==> config.mk <==
export PLATFORM = sky130hd
export DESIGN_NAME = uart_tx_rx_ring_buffers
export DESIGN_NICKNAME = d
export VERILOG_FILES = /design/src/design/utrr_pkg.sv /design/src/design/utrr_ram.sv /design/src/design/utrr_ring.sv /design/src/design/uart_tx_rx_ring_buffers.sv
export SDC_FILE = /design/constraint.sdc
export NUM_CORES = 1
export LEC_CHECK = 0
export BUFFER_PORTS_ARGS = -buffer_cell sky130_fd_sc_hd__buf_4
export CORE_ASPECT_RATIO = 1.1
export CORE_MARGIN = 2
export CORE_UTILIZATION = 50
export DETAILED_ROUTE_END_ITERATION = 8
export PLACE_DENSITY = 0.75
export SYNTH_ARGS = -nofsm -noshare
export SYNTH_HDL_FRONTEND = slang
export SYNTH_SLANG_ARGS = --single-unit
==> constraint.sdc <==
create_clock -name clk -period 2.81 [get_ports clk]
set_input_delay 0.281 -clock clk [delete_from_list [all_inputs] [get_ports clk]]
set_output_delay 0.281 -clock clk [all_outputs]
set_load 0.01 [all_outputs]
==> src/design/utrr_pkg.sv <==
`default_nettype none

package utrr_pkg;

  typedef enum logic [1:0] {
    CMD_PUT_TX   = 2'd0,
    CMD_TAKE_RX  = 2'd1,
    CMD_LINE_RX  = 2'd2,
    CMD_TX_EMPTY = 2'd3
  } cmd_t;

  typedef struct packed {
    cmd_t       cmd;
    logic [7:0] data_in;
  } in_item_t;

  typedef struct packed {
    logic       accepted;
    logic [7:0] data_out;
    logic       line_send;
    logic       tx_irq_enabled;
    logic       driver_enable;
    logic       rx_not_empty;
    logic       tx_has_space;
  } out_item_t;

  // ring status as seen before the current request
  typedef struct packed {
    logic can_push;
    logic can_pop;
  } ring_stat_t;

endpackage

`default_nettype wire

==> src/design/utrr_ram.sv <==
`default_nettype none

module utrr_ram #(
  parameter int WIDTH = 8,
  parameter int DEPTH = 64
) (
  input  wire logic                     clk,
  input  wire logic                     we,
  input  wire logic [$clog2(DEPTH)-1:0] waddr,
  input  wire logic [WIDTH-1:0]         wdata,
  input  wire logic [$clog2(DEPTH)-1:0] raddr,
  output logic      [WIDTH-1:0]         rdata
);

  logic [WIDTH-1:0] mem [DEPTH];

  always_ff @(posedge clk) begin
    if (we) begin
      mem[waddr] <= wdata;
    end
    rdata <= mem[raddr];
  end

endmodule

`default_nettype wire

==> src/design/utrr_ring.sv <==
`default_nettype none

module utrr_ring
  import utrr_pkg::*;
#(
  parameter int DEPTH = 64
) (
  input  wire logic       clk,
  input  wire logic       rst_n,
  input  wire logic       push,
  input  wire logic [7:0] wdata,
  input  wire logic       pop,
  output ring_stat_t      stat,
  output logic [7:0]      rdata
);

  localparam int PTR_W = $clog2(DEPTH);
  localparam logic [PTR_W-1:0] LAST = PTR_W'(DEPTH - 1);

  logic [PTR_W-1:0] wptr_r, wptr_nxt;
  logic [PTR_W-1:0] rptr_r, rptr_nxt;
  logic [PTR_W-1:0] wptr_inc, rptr_inc;
  logic             push_ok, pop_ok;

  // wrap-around increment, one slot kept free
  assign wptr_inc = (wptr_r == LAST) ? '0 : wptr_r + 1'b1;
  assign rptr_inc = (rptr_r == LAST) ? '0 : rptr_r + 1'b1;

  assign stat.can_push = (wptr_inc != rptr_r);
  assign stat.can_pop  = (wptr_r != rptr_r);

  assign push_ok = push & stat.can_push;
  assign pop_ok  = pop & stat.can_pop;

  always_comb begin
    wptr_nxt = push_ok ? wptr_inc : wptr_r;
    rptr_nxt = pop_ok  ? rptr_inc : rptr_r;
  end

  always_ff @(posedge clk) begin
    if (!rst_n) begin
      wptr_r <= '0;
      rptr_r <= '0;
    end else begin
      wptr_r <= wptr_nxt;
      rptr_r <= rptr_nxt;
    end
  end

  utrr_ram #(
    .WIDTH (8),
    .DEPTH (DEPTH)
  ) u_ram (
    .clk   (clk),
    .we    (push_ok),
    .waddr (wptr_r),
    .wdata (wdata),
    .raddr (rptr_r),
    .rdata (rdata)
  );

`ifndef SYNTH
  // a full ring is never empty
  a_full_not_empty: assert property (@(posedge clk) disable iff (!rst_n)
    !stat.can_push |-> stat.can_pop)
    else $error("ring full and empty at once");

  // a refused push leaves the write pointer alone
  a_push_refused: assert property (@(posedge clk) disable iff (!rst_n)
    (push && !stat.can_push) |=> $stable(wptr_r))
    else $error("write pointer moved on full ring");
`endif

endmodule

`default_nettype wire

==> src/design/uart_tx_rx_ring_buffers.sv <==
// channel   | handshake        | payload                  | direction
// ----------+------------------+--------------------------+----------
// request   | start / busy     | in_data  (in_item_t)     | in
// result    | out_valid strobe | out_data (out_item_t)    | out
// config    | cfg_we           | cfg_wdata (rs485_mode)   | in
//
// busy stays low: a request is taken in every cycle that start is high
// each result appears for exactly one cycle, the cycle after its request
// results are registered; read data comes from the registered read of the ring memories
// synchronous active-low reset clears pointers, interrupt enable, driver
// enable and rs485 mode; ring memory contents are not cleared
// the receiver cannot stall, so nothing ever waits on the result side

`default_nettype none

module uart_tx_rx_ring_buffers
  import utrr_pkg::*;
#(
  parameter int TX_DEPTH = 64,
  parameter int RX_DEPTH = 64
) (
  input  wire logic     clk,
  input  wire logic     rst_n,
  input  wire logic     start,
  output logic          busy,
  input  wire in_item_t in_data,
  output logic          out_valid,
  output out_item_t     out_data,
  input  wire logic     cfg_we,
  input  wire logic     cfg_wdata
);

  logic       accept;
  logic       is_put, is_take, is_line, is_tx_empty;
  ring_stat_t tx_stat, rx_stat;
  logic [7:0] tx_q, rx_q;

  logic rs485_mode_r;
  logic tx_irq_on_r, tx_irq_on_nxt;
  logic driver_on_r, driver_on_nxt;

  // result stage
  logic out_valid_r, out_valid_nxt;
  logic accepted_r, accepted_nxt;
  logic take_ok_r, take_ok_nxt;
  logic send_ok_r, send_ok_nxt;

  assign busy   = 1'b0;
  assign accept = start & ~busy;

  // decode the request
  assign is_put      = accept && (in_data.cmd == CMD_PUT_TX);
  assign is_take     = accept && (in_data.cmd == CMD_TAKE_RX);
  assign is_line     = accept && (in_data.cmd == CMD_LINE_RX);
  assign is_tx_empty = accept && (in_data.cmd == CMD_TX_EMPTY);

  // transmit ring: filled by software, drained by the transmitter
  utrr_ring #(
    .DEPTH (TX_DEPTH)
  ) u_tx_ring (
    .clk   (clk),
    .rst_n (rst_n),
    .push  (is_put),
    .wdata (in_data.data_in),
    .pop   (is_tx_empty),
    .stat  (tx_stat),
    .rdata (tx_q)
  );

  // receive ring: filled by the line, drained by software
  utrr_ring #(
    .DEPTH (RX_DEPTH)
  ) u_rx_ring (
    .clk   (clk),
    .rst_n (rst_n),
    .push  (is_line),
    .wdata (in_data.data_in),
    .pop   (is_take),
    .stat  (rx_stat),
    .rdata (rx_q)
  );

  always_comb begin
    tx_irq_on_nxt = tx_irq_on_r;
    driver_on_nxt = driver_on_r;
    out_valid_nxt = accept;
    take_ok_nxt   = is_take & rx_stat.can_pop;
    send_ok_nxt   = is_tx_empty & tx_stat.can_pop;
    accepted_nxt  = 1'b0;
    case (in_data.cmd)
      CMD_PUT_TX: begin
        accepted_nxt = tx_stat.can_push;
        // queueing a byte arms the transmit-empty interrupt
        if (is_put && tx_stat.can_push) begin
          tx_irq_on_nxt = 1'b1;
        end
      end
      CMD_TAKE_RX: begin
        accepted_nxt = rx_stat.can_pop;
      end
      CMD_LINE_RX: begin
        // byte dropped when the receive ring is full
        accepted_nxt = rx_stat.can_push;
      end
      CMD_TX_EMPTY: begin
        accepted_nxt = tx_stat.can_pop;
        if (is_tx_empty) begin
          if (!tx_stat.can_pop) begin
            // nothing left to send: disarm the interrupt
            tx_irq_on_nxt = 1'b0;
          end else if (rs485_mode_r) begin
            // driver enable is only ever raised here; only reset drops it
            driver_on_nxt = 1'b1;
          end
        end
      end
      default: begin
        accepted_nxt = 1'b0;
      end
    endcase
  end

  always_ff @(posedge clk) begin
    if (!rst_n) begin
      rs485_mode_r <= 1'b0;
      tx_irq_on_r  <= 1'b0;
      driver_on_r  <= 1'b0;
      out_valid_r  <= 1'b0;
      accepted_r   <= 1'b0;
      take_ok_r    <= 1'b0;
      send_ok_r    <= 1'b0;
    end else begin
      if (cfg_we) begin
        rs485_mode_r <= cfg_wdata;
      end
      tx_irq_on_r <= tx_irq_on_nxt;
      driver_on_r <= driver_on_nxt;
      out_valid_r <= out_valid_nxt;
      accepted_r  <= accepted_nxt;
      take_ok_r   <= take_ok_nxt;
      send_ok_r   <= send_ok_nxt;
    end
  end

  // the ring pointers and flags already hold the state after the request,
  // so the status fields come straight from them in the result cycle
  assign out_valid               = out_valid_r;
  assign out_data.accepted       = accepted_r;
  assign out_data.data_out       = take_ok_r ? rx_q : (send_ok_r ? tx_q : 8'd0);
  assign out_data.line_send      = send_ok_r;
  assign out_data.tx_irq_enabled = tx_irq_on_r;
  assign out_data.driver_enable  = driver_on_r;
  assign out_data.rx_not_empty   = rx_stat.can_pop;
  assign out_data.tx_has_space   = tx_stat.can_push;

`ifndef SYNTH
  // every request gives exactly one result in the following cycle
  a_one_result: assert property (@(posedge clk) disable iff (!rst_n)
    accept |=> out_valid)
    else $error("request produced no result");

  a_no_spurious: assert property (@(posedge clk) disable iff (!rst_n)
    !accept |=> !out_valid)
    else $error("result without request");

  // once raised the driver enable stays high
  a_driver_sticky: assert property (@(posedge clk) disable iff (!rst_n)
    driver_on_r |=> driver_on_r)
    else $error("driver enable dropped");

  // a byte is sent only when the transmit ring was non-empty
  a_send_ok: assert property (@(posedge clk) disable iff (!rst_n)
    (out_valid && out_data.line_send) |-> out_data.accepted)
    else $error("line send without a queued byte");
`endif

endmodule

`default_nettype wire

==> impl_metrics.tcl, run 1 <==
set metrics [dict create \
    placement.cell_area_mm2 0.0452 \
    final_util_pct 58.4 \
    critPathMaxFanout 8 \
    setup_slack_ns 0.0835 \
    cts.sinks 1071 \
    grt_pass1_vias 21700 \
    clock_latency_ns 0.67 \
    synthAdderAreaFrac_pct 0.142 \
    rows 111 \
    place_congestion 0.892 \
    synth.yosys.warnings 0 \
    setup_viol 0 \
    cts_tree "done" \
    overflow 0 \
    synth_edf_count 1024 \
    final_cell_mix "1024 x edfxtp_1, 303 x mux4_2, 220 x buf_4" \
    die_h_um 309 \
    numCtsBuffers 100 \
    setup_tns_ns 0 \
    syn_area_mm2 0.0423 \
    finalHoldViolations 0 \
    cts_htree_levels 3 \
    area_growth_pct 15.5 \
    place_ws_ns -0.237 \
    worstPathArrival_ns 2.45 \
    worstPathRequired_ns 2.53 \
    drive_gt1_share_pct 34.1 \
    avgSynthCellArea_um2 21.1 \
    hold_class "input port to register" \
    drc 0 \
    p_leak_uw 0.0152 \
    max_slew_margin_pct 41.5 \
    synth_top_family_by_area "multiplexers" \
    muxShareOfSynthArea_pct 16.8 \
    finClkSkew_ns 0.0307 \
    async_flop_share_pct 0 \
    fin_area_mm2 0.0488 \
    drv_cap 0 \
    cpMostUsedCell "buf_4" \
    fp.coreArea_mm2 0.0836 \
    synth.yosys.seq_area_share_pct 74.9 \
    synth_xor_area_share_pct 0.518 \
    avgRoutedWirePerCell_um 28.9 \
    crit_path_start_kind "register" \
    wirelength_mm 99.2 \
    vias 21600 \
    fin_crit_ns 2.73 \
    max_freq_mhz 367 \
    fin_total_pwr_uw 31500 \
    syn_inst 2004 \
    irDropWorstVdd_v 0.000595 \
    synth_cell_type_count 62 \
    critical_path_class "register to primary output" \
    pwr_density_cell_mw_per_mm2 646 \
    grt_pass1_wl_mm 147 \
    finalNetCount 2241 \
    synth-compound-area-share_pct 2.01 \
    synth_simple_gate_area_share_pct 3.74 \
    ys.flop_type "edfxtp_1" \
    post-dp-hpwl_mm 60.6 \
    io_buffers 29 \
    period_share_pct 97.0 \
    finalMaxSlewViolations 0 \
    cp_slowest_stage_delay_ns 0.54 \
    tightest_slew_ns 0.875 \
    initial_core_util_pct 50.6 \
    critical_path.endpoint_type "primary output" \
    dr.first_iter.drc_count 2642 \
    path_cells "buf_4, nand3b_1, o21ai_0, mux2_2, nand4_2, buf_6, buf_4" \
    grt_max_degree 89 \
    ant_nets 0 \
    antenna_found_initial 2 \
    layout_commonest_cell "edfxtp_1" \
    status "finished clean" \
    die_area_mm2 0.0869 \
    slowest_stage "dfxtp_1" \
    root_buffer "clkbuf_16" \
    drt_first_pass_iters 5 \
    clk_path_buf_depth 3 \
    die_w_um 281 \
    synth-seq-cells 1071 \
    synth_nets 2023 \
    num_io_pins 31 \
    via_per_inst 6.31 \
    path_clk_slew_ns 0.06 \
    track_usage_pct 23.3 \
]
==> what timing repair did <==
item	in CTS	in global routing
endpoints found under the hold margin	14	0
pin swaps	0	4
resized for setup	29	37
setup endpoints to repair	281	458
hold buffers	6	0
buffers inserted	0	12
cloned	0	0
==> registers in the layout, indices dropped and copies added (netlist names) <==
register	count
send_ok_r	1
u_tx_ring.u_ram.rdata	8
driver_on_r	1
u_tx_ring.u_ram.mem	512
tx_irq_on_r	1
u_rx_ring.u_ram.mem	512
take_ok_r	1
u_rx_ring.u_ram.rdata	8
u_tx_ring.rptr_r	6
u_rx_ring.rptr_r	6
rs485_mode_r	1
accepted_r	1
out_valid	1
u_tx_ring.wptr_r	6
u_rx_ring.wptr_r	6
==> power by group <==
| group | switching [uW] | internal (uW) |
|---|---|---|
| combinational | 510 | 232 |
| sequential | 19.5 | 17500 |
| clock | 5680 | 7610 |
| total | 6210 | 25300 |
==> worst max-delay path: cells and delay by family, from the launching register on <==
family	cells	cell delay (ns)
buffers and inverters	3	0.57
AND/OR/NAND/NOR	2	0.30
multiplexers	1	0.18
flip-flops	1	0.54
AO/OA/AOI/OAI	1	0.19
==> Yosys cell counts (9+ instances only) <==
| library cell | count | area [um2] |
|---|---|---|
| edfxtp_1 | 1024 | 30700 |
| mux4_2 | 303 | 6820 |
| nor2_1 | 91 | 342 |
| nor3_1 | 59 | 295 |
| clkbuf_1 | 58 | 218 |
| nand2_1 | 50 | 188 |
| dfxtp_1 | 47 | 941 |
| buf_2 | 40 | 200 |
| a21oi_1 | 21 | 105 |
| mux2i_1 | 18 | 180 |
| xor2_1 | 18 | 158 |
| nand3_1 | 17 | 85.1 |
| nor2b_1 | 17 | 106 |
| nor4_1 | 17 | 106 |
| a22o_1 | 16 | 140 |
| o21ai_0 | 15 | 75.1 |
| buf_6 | 14 | 158 |
| o22ai_1 | 12 | 75.1 |
| a211oi_1 | 11 | 82.6 |
| a221o_1 | 11 | 110 |
| buf_1 | 11 | 41.3 |
| nand3b_1 | 11 | 82.6 |
| nand4_1 | 11 | 68.8 |
| buf_4 | 9 | 67.6 |
==> metal layers <==
layer	vias up	part of all wire [%]	GRT usage, %	wire length [um]
met1	11400	39	33.3	38900
li1	8820	-	-	-
met5	-	0.027	0	27
met3	166	9.5	4.60	9390
met2	1272	49	37.0	48500
met4	4	2.4	6.54	2390
==> kinds of logic after synthesis <==
logic type	after synthesis
flip-flops	1071
multiplexers	326
AND/OR/NAND/NOR	317
buffers and inverters	141
AO/OA/AOI/OAI	118
XOR/XNOR	25
adder cells (fa/ha/maj)	5
other	1
==> through the flow <==
stage	std cells	hold WS [ns]
5_1_grt	3428	0.0363
3_5_place_dp	3232	0.469
4_1_cts	3416	0.0108
3_3_place_gp	3232	0.457
6_report	3429	0.0311
2_1_floorplan	2004	0.380
==> layout make-up <==
class / instances / area, um2
clock buffer: 124 / 2660
multi-input combinational: 792 / 10300
sequential: 1071 / 31700
inverter: 6 / 22.5
tap: 1130 / 1410
clock inverter: 54 / 536
antenna: 1 / 2.50
timing repair buffer: 251 / 2200
fill: 5825 / 34800
==> worst paths after layout <==
kind	from	endpoint	slack [ns]	cells past startpoint
max	u_tx_ring.wptr_r[4]	out_data[0]	0.08	7
min	start	out_valid	0.03	2
max reg2reg	u_rx_ring.wptr_r[0]	u_rx_ring.u_ram.mem[47][2]	0.10	10
min reg2reg	driver_on_r	driver_on_r	0.47	2
Note: power is estimated with default switching activity, not from simulation.
==> run 2: changes to the inputs <==
--- a/config.mk
+++ b/config.mk
@@ -10,7 +10,9 @@
 export CORE_MARGIN = 2
 export CORE_UTILIZATION = 50
 export DETAILED_ROUTE_END_ITERATION = 8
+export GPL_TIMING_DRIVEN = 0
 export PLACE_DENSITY = 0.75
+export REMOVE_ABC_BUFFERS = 1
 export SYNTH_ARGS = -nofsm -noshare
 export SYNTH_HDL_FRONTEND = slang
 export SYNTH_SLANG_ARGS = --single-unit
==> impl_metrics.tcl, run 2 (same netlist as run 1, synthesis figures left out) <==
set metrics [dict create \
    fp.coreArea_mm2 0.0836 \
    area_growth_pct 18.9 \
    post-dp-hpwl_mm 52.6 \
    worstPathArrival_ns 3.16 \
    layout_commonest_cell "edfxtp_1" \
    finalMaxSlewViolations 0 \
    cts_tree "done" \
    crit_path_start_kind "register" \
    worstRegToRegCells 4 \
    irDropWorstVdd_v 0.000534 \
    dr.first_iter.drc_count 3106 \
    finalHoldViolations 0 \
    critical_path_class "register to register" \
    avgRoutedWirePerCell_um 30.3 \
    setup_slack_ns -0.0350 \
    drv_cap 0 \
    rows 111 \
    via_per_inst 6.52 \
    violations "negative setup slack" \
    die_h_um 309 \
    final_util_pct 60.2 \
    track_usage_pct 23.3 \
    instances_no_fill 3382 \
    pwr_density_cell_mw_per_mm2 633 \
    overflow 0 \
    cp_slowest_stage_delay_ns 0.96 \
    cts_htree_levels 3 \
    grt_pass1_wl_mm 148 \
    critPathMaxFanout 8 \
    wirelength_mm 103 \
    drive_gt1_share_pct 36.8 \
    drt_first_pass_iters 6 \
    ant_nets 0 \
    die_area_mm2 0.0869 \
    path_cells "buf_4, buf_4, nand3b_1, nor3_4" \
    cp.depth 4 \
    finalNetCount 2189 \
    period_share_pct 101 \
    num_io_pins 31 \
    grt_max_degree 129 \
    fin_crit_ns 2.85 \
    reg_top3 "u_rx_ring.u_ram.mem x512, u_tx_ring.u_ram.mem x512" \
    setup_viol 82 \
    cpMostUsedCell "buf_4" \
    die_w_um 281 \
    path_clk_slew_ns 0.07 \
    slowest_stage "nand3b_1" \
    place_inst 3055 \
    final_cell_mix "1024 x edfxtp_1, 303 x mux4_2, 108 x buf_4" \
    max_slew_margin_pct 1.65 \
    numCtsBuffers 98 \
    grt_pass1_vias 22300 \
    antenna_found_initial 2 \
    max_freq_mhz 351 \
    io_buffers 29 \
    status "complete, but fails checks" \
    placement.cell_area_mm2 0.0438 \
    num-fill-cells 5449 \
    path_delay_family "simple AND/OR/NAND/NOR gates" \
    cts.sinks 1071 \
    clk_path_buf_depth 3 \
    fin_area_mm2 0.0503 \
    critical_path.endpoint_type "register" \
    root_buffer "clkbuf_16" \
    finClkSkew_ns 0.0311 \
    vias 22000 \
    tightest_slew_ns 1.48 \
    drc 0 \
    hold_class "input port to register" \
    worstPathRequired_ns 3.13 \
    clock_latency_ns 0.68 \
    place_congestion 0.838 \
    initial_core_util_pct 50.6 \
    num_antenna_cells 0 \
    min_path_cells 1 \
    worst-path-buf-inv 2 \
    p_leak_uw 0.0157 \
]
run 2: final cells by class:
class	instances	area (um2)	area share [%]
Sequential cell	1071	31800	63.1
Multi-Input combinational cell	795	11300	22.5
Clock buffer	129	2710	5.39
Timing Repair Buffer	198	2500	4.97
Tap cell	1130	1410	2.81
Clock inverter	53	534	1.06
Inverter	6	35.0	0.0696
run 2: report_power, final:
part / internal [uW] / switching [uW]
logic: 263 / 545
clock network: 7650 / 5870
registers: 17500 / 15.7
run 2: layer usage:
| metal | up-vias | global-route usage [%] | wire length, um | part of all wire [%] |
|---|---|---|---|---|
| li1 | 8753 | - | - | - |
| met1 | 11500 | 31.6 | 37400 | 36 |
| met2 | 1521 | 37.4 | 50200 | 49 |
| met3 | 285 | 5.22 | 11300 | 11 |
| met4 | 4 | 8.72 | 3680 | 3.6 |
| met5 | - | 0 | 27 | 0.026 |
run 2: per-stage QoR:
step	hold slack, ns	TNS [ns]	setup slack (ns)	total power [uW]
3_3_place_gp	0.467	-9015.56	-9.03	18400
6_report	0.0767	-1.07	-0.0350	31800
4_1_cts	0.405	-0.0478	-0.00610	31800
5_1_grt	0.0877	-3.48	-0.0521	32500
2_1_floorplan	0.380	-5326.18	-5.22	18100
3_5_place_dp	0.465	-1486.75	-1.79	18500
run 2: worst paths after layout:
check	to	slack, ns	start
worst max-delay path	u_rx_ring.u_ram.mem[61][1]	-0.04	u_rx_ring.wptr_r[1]
worst max register to register	u_rx_ring.u_ram.mem[61][1]	-0.04	u_rx_ring.wptr_r[1]
worst min-delay path	u_rx_ring.u_ram.mem[46][6]	0.08	in_data[6]
worst min register to register	driver_on_r	0.49	driver_on_r
run 2: timing repair:
action / in CTS / in global routing
endpoints found under the hold margin: 16 / 20
buffers inserted: 88 / 33
hold buffers: 7 / 2
gates resized for setup: 294 / 32
endpoints found under the setup margin: 1056 / 964
pin swaps: 55 / 28
cloned: 6 / 2
